<file path="src/hdl/assert_macros.svh">
// Assertion macros shared by the RTL of the subnet route table engine.
// Expects signals named clock and reset in the scope of each use.
`ifndef ASSERT_MACROS_SVH
`define ASSERT_MACROS_SVH

// same-cycle implication
`define ASSERT_IMPLIES(label, ante, cons) \
   label: assert property (@(posedge clock) disable iff (reset) (ante) |-> (cons)) \
      else $error("implication check failed");

// next-cycle implication
`define ASSERT_NEXT(label, ante, cons) \
   label: assert property (@(posedge clock) disable iff (reset) (ante) |=> (cons)) \
      else $error("next-cycle check failed");

`endif

</file>
<file path="src/hdl/srte_pkg.sv">
// Types, codes and sizes for the subnet route table engine.
// No dependencies; imported by every module of the block.
package srte_pkg;

   localparam int NUM_SUBNETS = 64;
   localparam int NUM_IFACES  = 4;
   localparam int SUB_W       = (NUM_SUBNETS > 1) ? $clog2(NUM_SUBNETS) : 1;

   localparam int REQ_DATA_W  = 80;
   localparam int RSP_DATA_W  = 48;
   localparam int CSR_ADDR_W  = 2;
   localparam int CSR_DATA_W  = 16;

   localparam logic [CSR_ADDR_W-1:0] CSR_PRIMARY_VALID = 2'd0;
   localparam logic [CSR_ADDR_W-1:0] CSR_PRIMARY_ADDR  = 2'd1;
   localparam logic [CSR_ADDR_W-1:0] CSR_MAX_DATA_LEN  = 2'd2;

   localparam logic [11:0] MAX_DATA_LEN_RESET = 12'd488;

   localparam logic [1:0] OP_SET_DIRECT = 2'd0;
   localparam logic [1:0] OP_CLEAR      = 2'd1;
   localparam logic [1:0] OP_UPDATE     = 2'd2;
   localparam logic [1:0] OP_ROUTE      = 2'd3;

   localparam logic [1:0] KIND_NONE   = 2'd0;
   localparam logic [1:0] KIND_DIRECT = 2'd1;
   localparam logic [1:0] KIND_BRIDGE = 2'd2;
   localparam logic [1:0] KIND_FIXED  = 2'd3;

   localparam logic [3:0] ST_ACK      = 4'd0;
   localparam logic [3:0] ST_NAK      = 4'd1;
   localparam logic [3:0] ST_LOCAL    = 4'd2;
   localparam logic [3:0] ST_FORWARD  = 4'd3;
   localparam logic [3:0] ST_LEN      = 4'd4;
   localparam logic [3:0] ST_REJECT   = 4'd5;
   localparam logic [3:0] ST_OVERFWD  = 4'd6;
   localparam logic [3:0] ST_NOROUTE  = 4'd7;
   localparam logic [3:0] ST_IGNORED  = 4'd8;

   typedef enum logic [1:0] {
      S_IDLE,
      S_LOOK1,
      S_LOOK2
   } seq_state_type;

   typedef struct packed {
      logic [1:0]  kind;
      logic [15:0] cost;
      logic [15:0] path;
   } entry_type;

   typedef struct packed {
      logic             en;
      logic [SUB_W-1:0] addr;
   } mem_rd_type;

   typedef struct packed {
      logic             en;
      logic [SUB_W-1:0] addr;
      entry_type        data;
   } mem_wr_type;

   typedef struct packed {
      logic [1:0]  opcode;
      logic [7:0]  subnet;
      logic [3:0]  iface;
      logic [15:0] cost;
      logic [15:0] source_addr;
      logic [15:0] dest_addr;
      logic        from_device;
      logic [3:0]  fwd_count;
      logic [11:0] data_len;
   } item_type;

   typedef struct packed {
      logic [3:0]  status;
      logic [3:0]  out_iface;
      logic [15:0] next_hop;
      logic        broadcast;
      logic [15:0] new_dest;
      logic [3:0]  new_fwd_count;
   } rsp_type;

   typedef struct packed {
      logic        primary_valid;
      logic [15:0] primary_addr;
      logic [11:0] max_data_len;
   } cfg_type;

   function automatic logic sub_oor(logic [7:0] sn);
      return {1'b0, sn} >= 9'(NUM_SUBNETS);
   endfunction

endpackage

</file>
<file path="src/hdl/subnet_route_table_engine_top.sv">
// An accepted word passes S_LOOK1, then S_LOOK2, which holds on a stalled output.
// The result word is registered as S_LOOK2 ends, and the next word is taken then,
// as the two dependent reads (entry, then bridge entry) share one table read port.
// Reset: synchronous, active high; table valid bits clear at once (no sweep),
// registers return to primary_valid 0, primary_addr 0, max_data_len 488.
module subnet_route_table_engine_top
   import srte_pkg::*;
(
   input  logic                    clock,
   input  logic                    reset,
   input  logic                    req_tvalid,
   output logic                    req_tready,
   // subnet, iface, cost, source_addr, dest_addr, from_device, fwd_count, data_len
   input  logic [REQ_DATA_W-1:0]   req_tdata,
   // opcode
   input  logic [1:0]              req_tuser,
   output logic                    rsp_tvalid,
   input  logic                    rsp_tready,
   // status, out_iface, next_hop, broadcast, new_dest, new_fwd_count
   output logic [RSP_DATA_W-1:0]   rsp_tdata,
   input  logic                    csr_we,
   input  logic [CSR_ADDR_W-1:0]   csr_addr,
   input  logic [CSR_DATA_W-1:0]   csr_wdata
);

   cfg_type    cfg_ff;
   item_type   req_item;
   rsp_type    rsp;
   mem_rd_type mem_rd;
   mem_wr_type mem_wr;
   entry_type  mem_data;

   always_ff @(posedge clock) begin
      if (reset) begin
         cfg_ff.primary_valid <= 1'b0;
         cfg_ff.primary_addr  <= 16'd0;
         cfg_ff.max_data_len  <= MAX_DATA_LEN_RESET;
      end else if (csr_we) begin
         unique case (csr_addr)
            CSR_PRIMARY_VALID: cfg_ff.primary_valid <= csr_wdata[0];
            CSR_PRIMARY_ADDR:  cfg_ff.primary_addr  <= csr_wdata;
            CSR_MAX_DATA_LEN:  cfg_ff.max_data_len  <= csr_wdata[11:0];
            default:           cfg_ff <= cfg_ff;
         endcase
      end
   end

   always_comb begin
      req_item.opcode      = req_tuser;
      req_item.subnet      = req_tdata[7:0];
      req_item.iface       = req_tdata[11:8];
      req_item.cost        = req_tdata[27:12];
      req_item.source_addr = req_tdata[43:28];
      req_item.dest_addr   = req_tdata[59:44];
      req_item.from_device = req_tdata[60];
      req_item.fwd_count   = req_tdata[64:61];
      req_item.data_len    = req_tdata[76:65];
   end

   assign rsp_tdata = {3'b000, rsp.new_fwd_count, rsp.new_dest, rsp.broadcast,
                       rsp.next_hop, rsp.out_iface, rsp.status};

   srte_seq u_seq (
      .clock     (clock),
      .reset     (reset),
      .cfg       (cfg_ff),
      .req_valid (req_tvalid),
      .req_ready (req_tready),
      .req_item  (req_item),
      .rsp_valid (rsp_tvalid),
      .rsp_ready (rsp_tready),
      .rsp       (rsp),
      .mem_rd    (mem_rd),
      .mem_wr    (mem_wr),
      .mem_data  (mem_data)
   );

   srte_table u_table (
      .clock   (clock),
      .reset   (reset),
      .rd      (mem_rd),
      .wr      (mem_wr),
      .rd_data (mem_data)
   );

endmodule

</file>
<file path="src/hdl/srte_table.sv">
// Route table memory: one entry per subnet, registered read, one write port.
// Valid bits give the cleared value after reset; same-cycle write is forwarded.
module srte_table
   import srte_pkg::*;
(
   input  logic       clock,
   input  logic       reset,
   input  mem_rd_type rd,
   input  mem_wr_type wr,
   output entry_type  rd_data
);

   entry_type               mem [NUM_SUBNETS];
   logic [NUM_SUBNETS-1:0]  valid_ff;
   entry_type               rd_mem_ff;
   entry_type               rd_byp_data_ff;
   logic                    rd_byp_ff;
   logic                    rd_vld_ff;

   always_ff @(posedge clock) begin
      if (wr.en) begin
         mem[wr.addr] <= wr.data;
      end
   end

   always_ff @(posedge clock) begin
      if (reset) begin
         valid_ff <= '0;
      end else if (wr.en) begin
         valid_ff[wr.addr] <= 1'b1;
      end
   end

   always_ff @(posedge clock) begin
      if (rd.en) begin
         rd_mem_ff      <= mem[rd.addr];
         rd_vld_ff      <= valid_ff[rd.addr];
         rd_byp_ff      <= wr.en && (wr.addr == rd.addr);
         rd_byp_data_ff <= wr.data;
      end
   end

   always_comb begin
      if (rd_byp_ff) begin
         rd_data = rd_byp_data_ff;
      end else if (rd_vld_ff) begin
         rd_data = rd_mem_ff;
      end else begin
         rd_data = '0;
      end
   end

endmodule

</file>
<file path="src/hdl/srte_seq.sv">
// Sequencer: two dependent table reads per word, then decision and write-back.
// Uses srte_pkg and drives the srte_table ports; holds the result register.
module srte_seq
   import srte_pkg::*;
(
   input  logic       clock,
   input  logic       reset,
   input  cfg_type    cfg,
   input  logic       req_valid,
   output logic       req_ready,
   input  item_type   req_item,
   output logic       rsp_valid,
   input  logic       rsp_ready,
   output rsp_type    rsp,
   output mem_rd_type mem_rd,
   output mem_wr_type mem_wr,
   input  entry_type  mem_data
);

`include "assert_macros.svh"

   seq_state_type state_ff, state_in;
   item_type      item_ff;
   entry_type     ent1_ff;
   logic [15:0]   hop_ff, hop_in;
   rsp_type       rsp_ff, rsp_in;
   logic          rsp_valid_ff;
   logic          out_free;
   logic          accept;
   logic          done;
   logic [7:0]    rd_sub;
   logic [3:0]    nfc;
   logic          prim_hit;

   assign out_free  = !rsp_valid_ff || rsp_ready;
   assign accept    = req_valid && req_ready;
   assign rsp_valid = rsp_valid_ff;
   assign rsp       = rsp_ff;

   always_comb begin
      state_in = state_ff;
      unique case (state_ff)
         S_IDLE:  if (req_valid) state_in = S_LOOK1;
         S_LOOK1: state_in = S_LOOK2;
         S_LOOK2: begin
            if (out_free) begin
               state_in = req_valid ? S_LOOK1 : S_IDLE;
            end
         end
         default: state_in = S_IDLE;
      endcase
   end

   always_comb begin
      req_ready = 1'b0;
      done      = 1'b0;
      unique case (state_ff)
         S_IDLE:  req_ready = 1'b1;
         S_LOOK1: req_ready = 1'b0;
         S_LOOK2: begin
            req_ready = out_free;
            done      = out_free;
         end
         default: req_ready = 1'b0;
      endcase
   end

   always_ff @(posedge clock) begin
      if (reset) begin
         state_ff <= S_IDLE;
      end else begin
         state_ff <= state_in;
      end
   end

   // second lookup for routes: the bridge for bridge/fixed routes, else the destination
   always_comb begin
      if (mem_data.kind == KIND_BRIDGE || mem_data.kind == KIND_FIXED) begin
         hop_in = mem_data.path;
      end else begin
         hop_in = item_ff.dest_addr;
      end
   end

   always_comb begin
      rd_sub = item_ff.subnet;
      if (accept) begin
         case (req_item.opcode)
            OP_UPDATE: rd_sub = req_item.source_addr[15:8];
            OP_ROUTE:  rd_sub = req_item.dest_addr[15:8];
            default:   rd_sub = req_item.subnet;
         endcase
      end else if (item_ff.opcode == OP_ROUTE) begin
         rd_sub = hop_in[15:8];
      end
      mem_rd.en   = accept || (state_ff == S_LOOK1);
      mem_rd.addr = rd_sub[SUB_W-1:0];
   end

   always_ff @(posedge clock) begin
      if (accept) begin
         item_ff <= req_item;
      end
      if (state_ff == S_LOOK1) begin
         ent1_ff <= mem_data;
         hop_ff  <= hop_in;
      end
   end

   assign nfc      = item_ff.fwd_count + 4'd1;
   assign prim_hit = cfg.primary_valid &&
                     (item_ff.dest_addr == cfg.primary_addr ||
                      (item_ff.from_device && item_ff.dest_addr == 16'd0));

   always_comb begin
      rsp_in       = '0;
      mem_wr.en    = 1'b0;
      mem_wr.addr  = item_ff.subnet[SUB_W-1:0];
      mem_wr.data  = mem_data;
      unique case (item_ff.opcode)
         OP_SET_DIRECT: begin
            if (item_ff.subnet == 8'd0 || sub_oor(item_ff.subnet) ||
                {1'b0, item_ff.iface} >= 5'(NUM_IFACES)) begin
               rsp_in.status = ST_NAK;
            end else begin
               rsp_in.status    = ST_ACK;
               mem_wr.en        = done;
               mem_wr.data.kind = KIND_DIRECT;
               mem_wr.data.cost = item_ff.cost;
               mem_wr.data.path = 16'(item_ff.iface);
            end
         end
         OP_CLEAR: begin
            if (sub_oor(item_ff.subnet)) begin
               rsp_in.status = ST_NAK;
            end else begin
               rsp_in.status    = ST_ACK;
               mem_wr.en        = done;
               mem_wr.data.kind = KIND_NONE;
            end
         end
         OP_UPDATE: begin
            if (sub_oor(item_ff.source_addr[15:8]) || ent1_ff.kind != KIND_DIRECT ||
                sub_oor(item_ff.subnet)) begin
               rsp_in.status = ST_IGNORED;
            end else begin
               rsp_in.status = ST_ACK;
               if (mem_data.kind == KIND_NONE ||
                   (mem_data.kind == KIND_BRIDGE && item_ff.cost <= mem_data.cost)) begin
                  mem_wr.en        = done;
                  mem_wr.data.kind = KIND_BRIDGE;
                  mem_wr.data.cost = item_ff.cost;
                  mem_wr.data.path = item_ff.source_addr;
               end
            end
         end
         OP_ROUTE: begin
            if (prim_hit) begin
               if (item_ff.data_len > cfg.max_data_len) begin
                  rsp_in.status = ST_LEN;
               end else begin
                  rsp_in.status        = ST_LOCAL;
                  rsp_in.new_dest      = cfg.primary_addr;
                  rsp_in.new_fwd_count = item_ff.fwd_count;
               end
            end else if (item_ff.from_device && item_ff.dest_addr[7:0] == 8'd0) begin
               rsp_in.status = ST_REJECT;
            end else if (item_ff.from_device && nfc == 4'd0) begin
               rsp_in.status = ST_OVERFWD;
            end else if (sub_oor(item_ff.dest_addr[15:8]) || ent1_ff.kind == KIND_NONE) begin
               rsp_in.status = ST_NOROUTE;
            end else if (sub_oor(hop_ff[15:8]) || mem_data.kind != KIND_DIRECT) begin
               rsp_in.status = ST_NOROUTE;
            end else begin
               rsp_in.status        = ST_FORWARD;
               rsp_in.out_iface     = mem_data.path[3:0];
               rsp_in.next_hop      = hop_ff;
               rsp_in.broadcast     = (hop_ff[7:0] == 8'd0);
               rsp_in.new_dest      = (item_ff.dest_addr[7:0] == 8'd0) ? 16'd0
                                                                      : item_ff.dest_addr;
               rsp_in.new_fwd_count = item_ff.from_device ? nfc : item_ff.fwd_count;
            end
         end
         default: rsp_in.status = ST_NAK;
      endcase
   end

   always_ff @(posedge clock) begin
      if (done) begin
         rsp_ff <= rsp_in;
      end
   end

   always_ff @(posedge clock) begin
      if (reset) begin
         rsp_valid_ff <= 1'b0;
      end else if (done) begin
         rsp_valid_ff <= 1'b1;
      end else if (rsp_ready) begin
         rsp_valid_ff <= 1'b0;
      end
   end

   `ASSERT_IMPLIES(a_wr_at_done, mem_wr.en, state_ff == S_LOOK2 && out_free)
   `ASSERT_NEXT(a_accept_look1, req_valid && req_ready, state_ff == S_LOOK1)
   `ASSERT_NEXT(a_done_loads_rsp, state_ff == S_LOOK2 && out_free, rsp_valid_ff)
   `ASSERT_IMPLIES(a_stall_no_read, state_ff == S_LOOK2 && !out_free, !mem_rd.en)

endmodule
</file>
<file path="config.mk">
export PLATFORM = sky130hd
export DESIGN_NAME = subnet_route_table_engine_top
export DESIGN_NICKNAME = d
export VERILOG_FILES = /design/src/hdl/srte_pkg.sv /design/src/hdl/subnet_route_table_engine_top.sv /design/src/hdl/srte_table.sv /design/src/hdl/srte_seq.sv
export VERILOG_INCLUDE_DIRS = /design/src /design/src/hdl
export SDC_FILE = /design/constraint.sdc
export NUM_CORES = 2
export LEC_CHECK = 0
export BUFFER_PORTS_ARGS = -buffer_cell sky130_fd_sc_hd__buf_4
export CORE_ASPECT_RATIO = 0.9
export CORE_MARGIN = 3
export CORE_UTILIZATION = 39
export DETAILED_ROUTE_END_ITERATION = 8
export PLACE_DENSITY_LB_ADDON = 0.3
export REMOVE_ABC_BUFFERS = 1
export SYNTH_ARGS = -nofsm -noshare
export SYNTH_HDL_FRONTEND = slang
export SYNTH_HIERARCHICAL = 1
export SYNTH_SLANG_ARGS = --single-unit
</file>
<file path="constraint.sdc">
create_clock -name clock -period 16.8 [get_ports clock]
set_clock_uncertainty 0.2 [all_clocks]
set_input_delay 3.36 -clock clock [delete_from_list [all_inputs] [get_ports clock]]
set_output_delay 3.36 -clock clock [all_outputs]
set_load 0.02 [all_outputs]
</file>
* Word level (Yosys, flattened, before mapping) *
Memory sizes are Yosys's and may differ from the RTL's. A register that Yosys moved wholly into a read port is not among the register bits.
Cells that the tools add are included.

word-level totals
  bits in registers = 274
  RAM bits = 2176
  bits of input ports = 105
  output and inout bits = 50
  word-level logic and storage cells = 144
  memories kept = 1

operators by class
  add/subtract/negate cells = 1
  order comparisons = 10
  equal/unequal tests = 17
  multiplexer cells = 49
  bitwise logic cells = 2
  reduce and logical (&&, ||, !) cells = 36

memory list
  memory       depth  width  read ports  clocked after memory_dff  write ports  line              text
  u_table.mem  64     34     1           1                         1            srte_table.sv:13  entry_type mem [NUM_SUBNETS];

operator list
  kind                                                                                 count
  34-bit two-way mux                                                                   5
  20-bit two-way mux                                                                   6
  64-bit bitwise OR                                                                    1
  32-bit case mux with 2 select lines                                                  1
  8-bit by 7-bit greater-or-equal comparator with 1-bit output, second input constant  4
  16-bit two-way mux                                                                   2
  8-bit logical NOT                                                                    3
  4-bit two-way mux                                                                    6
  16-bit equality test                                                                 1
  2-bit equality test, second input constant                                           8
  16-bit less-or-equal comparator                                                      1
  16-bit logical NOT                                                                   1
  4-bit case mux with 4 select lines                                                   1
  6-bit by 7-bit < comparator with 1-bit output, second input constant                 2
  1-bit two-way mux                                                                    14
  12-bit greater-than comparator                                                       1
  6-bit two-way mux                                                                    2
  2-bit case mux with 3 select lines                                                   2
  6-bit case mux with 2 select lines                                                   1
  1-bit logical OR                                                                     11
  2-bit logical NOT                                                                    5
  1-bit logical AND                                                                    8
  2-bit AND reduction                                                                  4
  1-bit binary-select mux with 6-bit select                                            1
  17 further kinds                                                                     24

* Depth between registers and ports, before layout *
  depth in word-level cells = 10
  depth in mapped cells = 20

* Modules after synthesis *
Netlist, hierarchy kept.

modules (own cells, without submodules)
  module                         times used  cells an instance  area an instance (um^2)  seq. area each (um^2)
  srte_table                     1           3848               87639.1                  68725.9
  srte_seq                       1           512                6939.2                   4324.1
  subnet_route_table_engine_top  1           125                1282.5                   580.6

* Worst setup path after synthesis *
Ideal clock, no wire load.

  path type = input port to flip-flop
  start = in rsp_tready
  end = reg u_table/rd_mem_ff[11] (netlist name)
  library setup time = 256 ps
  arrival = 8596 ps
  data required time = 16344 ps
  setup slack = 7748 ps
  stages on the path = 13
  cell sequence = nor2b_1 a21oi_1 nand2_1 inv_1 clkbuf_1 o21ai_0 buf_6 buf_6 buf_2 mux4_2 mux4_2 o22ai_1 nor2_1

RTL lines
  what                line                                 text
  start: declaration  subnet_route_table_engine_top.sv:18  input logic rsp_tready,

==> metrics.cfg <==
[outcome]
run_status=completed

[finish]
postLayoutCoreUtil_pct=44.52
num-fill-cells=20520
finalNonFillerCells=8173
drive_above_1_share_pct=27.41
syn2layout_area_growth_pct=13.45
final_standard_cell_area_without_fillers_um2=108800
nets=4908

[detailed_routing]
first_iter_violations=6263
first_pass_iters=5
drtAntennaViolNets=0
routed_via_density=5.770
avgRoutedWirePerCell_um=31.35
dr_total_vias=47160
detail_route.drc_violations=0
finalWirelength_um=256200

[clocking]
tritoncts=done
total_cts_buffers=233
clk_pin_slew_ns=0.07
htree_num_levels=4
clk_path_buf_depth=4
holdBufCountCts=0
clock_sinks=2484
ctsResizeCount=0
cts-root-buf=clkbuf_16
number_of_buffers_inserted_to_repair_setup_after_cts=0
clk_latency_ns=0.89

[synth]
synth.ff_latch_count=2484
netlist_area_um2=95860
share_of_synthesized_area_occupied_by_flip_flops_and_latches_pct=76.81
synth_enable_flop_cells=2388
postSynth.topFlopCell=edfxtp_1
async_s_r_ff_share_synth_pct=0
netlist_instances=4485
mean_cell_area_of_the_mapped_netlist_um2=21.37
ys_warnings=6
netlist-cell-type-count=78

[power]
power.ir.vdd_worst_v=0.00009893
leakage_nw=34.31
cellPowerDensity_nw_per_um2=127.1

[critical_path]
timing.critical_path.fanout_max=68
r2r-end=u_table/mem[40][10]
critical_path.endpoint_type=register
cp_data_arrival_time_ns=9.86
crit-reg2reg-launch=u_table/rd_byp_ff
r2r_setup_slack_ns=9.13
required_ns=17.14
cp-start-kind=input pin
setup.worst_path.class=input pin to register
r2r_cells=18

[timing]
fin_crit_ns=9.519
final-setup-viol-count=0
max-slew-margin-rel_pct=12.84
whs_ns=0.2751
timing.final.hold_violations=0
final.setup.tns_ns=0
timing.final.crit_share_pct=56.66
maxClockFrequency_mhz=105.1
timing_worst_slew_pin_value_ns=1.307
rsz0062_at_grt=false
timing.final.max_slew_violations=0

[global_routing]
grt_antenna_before_repair=14
congestion_overflow_gr=0
first_pass_grt_wire_length_um=359300
number_of_global_route_vias_before_repair=46800
pin_count_of_the_biggest_net_entering_global_routing=139
grtUsageTotal_pct=20.02

[floorplanning]
die_w_um=528.6
num_io_pins=155
initial_core_util_pct=39.25
floorplan.die.height_um=476.3
design.die.area_um2=251800
core_area_um2=244300
rows=172

[placement]
placedCellCount=7757
placement.cell_area_um2=101600
buffer_ports.inserted=148
detailed_place_hpwl_um=139800
globalplace.congestion=0.8277

[run]
max_cap_viol_count=0

[hold_path]
min_from=u_table/valid_ff[13]
worst_hold_path.endpoint=u_table/valid_ff[13]
timing.hold.worst.class=register to register
holdPathStages=2

## per-layer routing
layer / up-vias / track usage (%) / share of wire (%)
met1: 25420 / 28.18 / 40
met3: 344 / 4.891 / 9.9
li1: 19230 / - / -
met2: 2165 / 31.45 / 47
met5: - / 0 / 0.011
met4: 6 / 4.951 / 2.5
## worst max-delay path: stages
cell and delay (ns):
buf_4 0.11, nor2b_1 0.54, a21oi_1 0.21, nand2_1 0.24
inv_4 0.22, buf_4 0.47, o21ai_4 0.90, buf_12 0.46
buf_4 0.81, mux4_2 0.61, mux4_2 0.59, o22ai_1 0.81
nor2_1 0.18
## placed cells by master, fill, tap and decap left out, drive strengths merged, types with 43 or more instances in the layout
cell type,instances
nand2b,57
o22ai,108
edfxtp,2388
clkinv,95
inv,51
mux2,43
a22o,46
mux2i,124
dfxtp,96
mux4,593
a21oi,72
clkbuf,293
nor2,260
buf,295
nand2,62
## registers in the layout, summed over array words and instances (netlist names)
signal	flops
u_table/rd_vld_ff	1
u_table/valid_ff	64
u_table/mem	2176
u_seq/item_ff	73
u_table/rd_mem_ff	34
u_seq/ent1_ff	2
u_seq/rsp_valid	1
u_seq/state_ff	2
u_table/rd_byp_data_ff	34
u_table/rd_byp_ff	1
u_seq/rsp	45
u_seq/hop_ff	16
cfg_ff	29
u_seq/mem_wr	6
## how the worst max path moves through the flow
| stage | from | end | slack, ns | depth (start not counted) |
|---|---|---|---|---|
| 3_5_place_dp | rsp_tready | u_table/rd_mem_ff[19] | 6.45 | 13 |
| 4_1_cts | rsp_tready | u_table/rd_mem_ff[19] | 7.37 | 13 |
| 2_1_floorplan | rsp_tready | u_table/rd_mem_ff[24] | -71.13 | 10 |
| 3_3_place_gp | rsp_tready | u_table/rd_mem_ff[19] | 6.49 | 13 |
| 6_report | rsp_tready | u_table/rd_mem_ff[19] | 7.28 | 13 |
| 5_1_grt | rsp_tready | u_table/rd_mem_ff[22] | 6.98 | 14 |
## power by group
part | leakage (nW) | internal (W) | switching [W]
registers | 22.7 | 0.00711 | 0.0000335
clock network | 3.47 | 0.00278 | 0.00225
logic | 8.16 | 0.000539 | 0.00111
total | 34.3 | 0.0104 | 0.00339
## Yosys cell counts, types with 50 or more instances
cell type  number  share of area (%)
clkbuf_1       99               0.39
dfxtp_1        96                2.0
edfxtp_1     2388                 75
o22ai_1       108               0.70
a21oi_1        72               0.38
nand2_1        62               0.24
buf_4          50               0.39
nand2b_1       57               0.37
nor2_1        259                1.0
buf_2          56               0.29
mux2i_1       124                1.3
mux4_2        593                 14
## area by class of cell
class | instances | area (um2) | share of cell area, %
well taps | 3219 | 4028 | 3.704
repair buffers | 295 | 2315 | 2.128
multi-input cells | 1713 | 21480 | 19.75
diodes | 4 | 10.01 | 0.009204
clock buffers | 293 | 6241 | 5.739
flip-flops and latches | 2484 | 73630 | 67.71
clock inverters | 119 | 873.3 | 0.8031
inverters | 46 | 175.2 | 0.1611
## stage by stage
stage	total power (W)	setup slack, ns
final	0.01382	7.281
after CTS	0.01392	7.373
after global placement	0.008897	6.488
after floorplan	0.009955	-71.13
after detailed placement	0.008932	6.453
after global routing	0.01425	6.976
## cells by family (layout without fill, tap and decap cells)
| kind of cell | Yosys count | in the layout | share of synthesized area [%] |
|---|---|---|---|
| buf+inv | 291 | 753 | 1.547 |
| fa+ha+maj | 30 | 30 | 0.3916 |
| other cells | 2 | 9 | 0.007834 |
| xor+xnor | 23 | 23 | 0.2101 |
| simple gates | 532 | 532 | 2.668 |
| flops | 2484 | 2484 | 76.81 |
| mux | 760 | 760 | 15.73 |
| compound gates | 363 | 363 | 2.634 |
No activity file was read; power rests on OpenSTA's default activity.
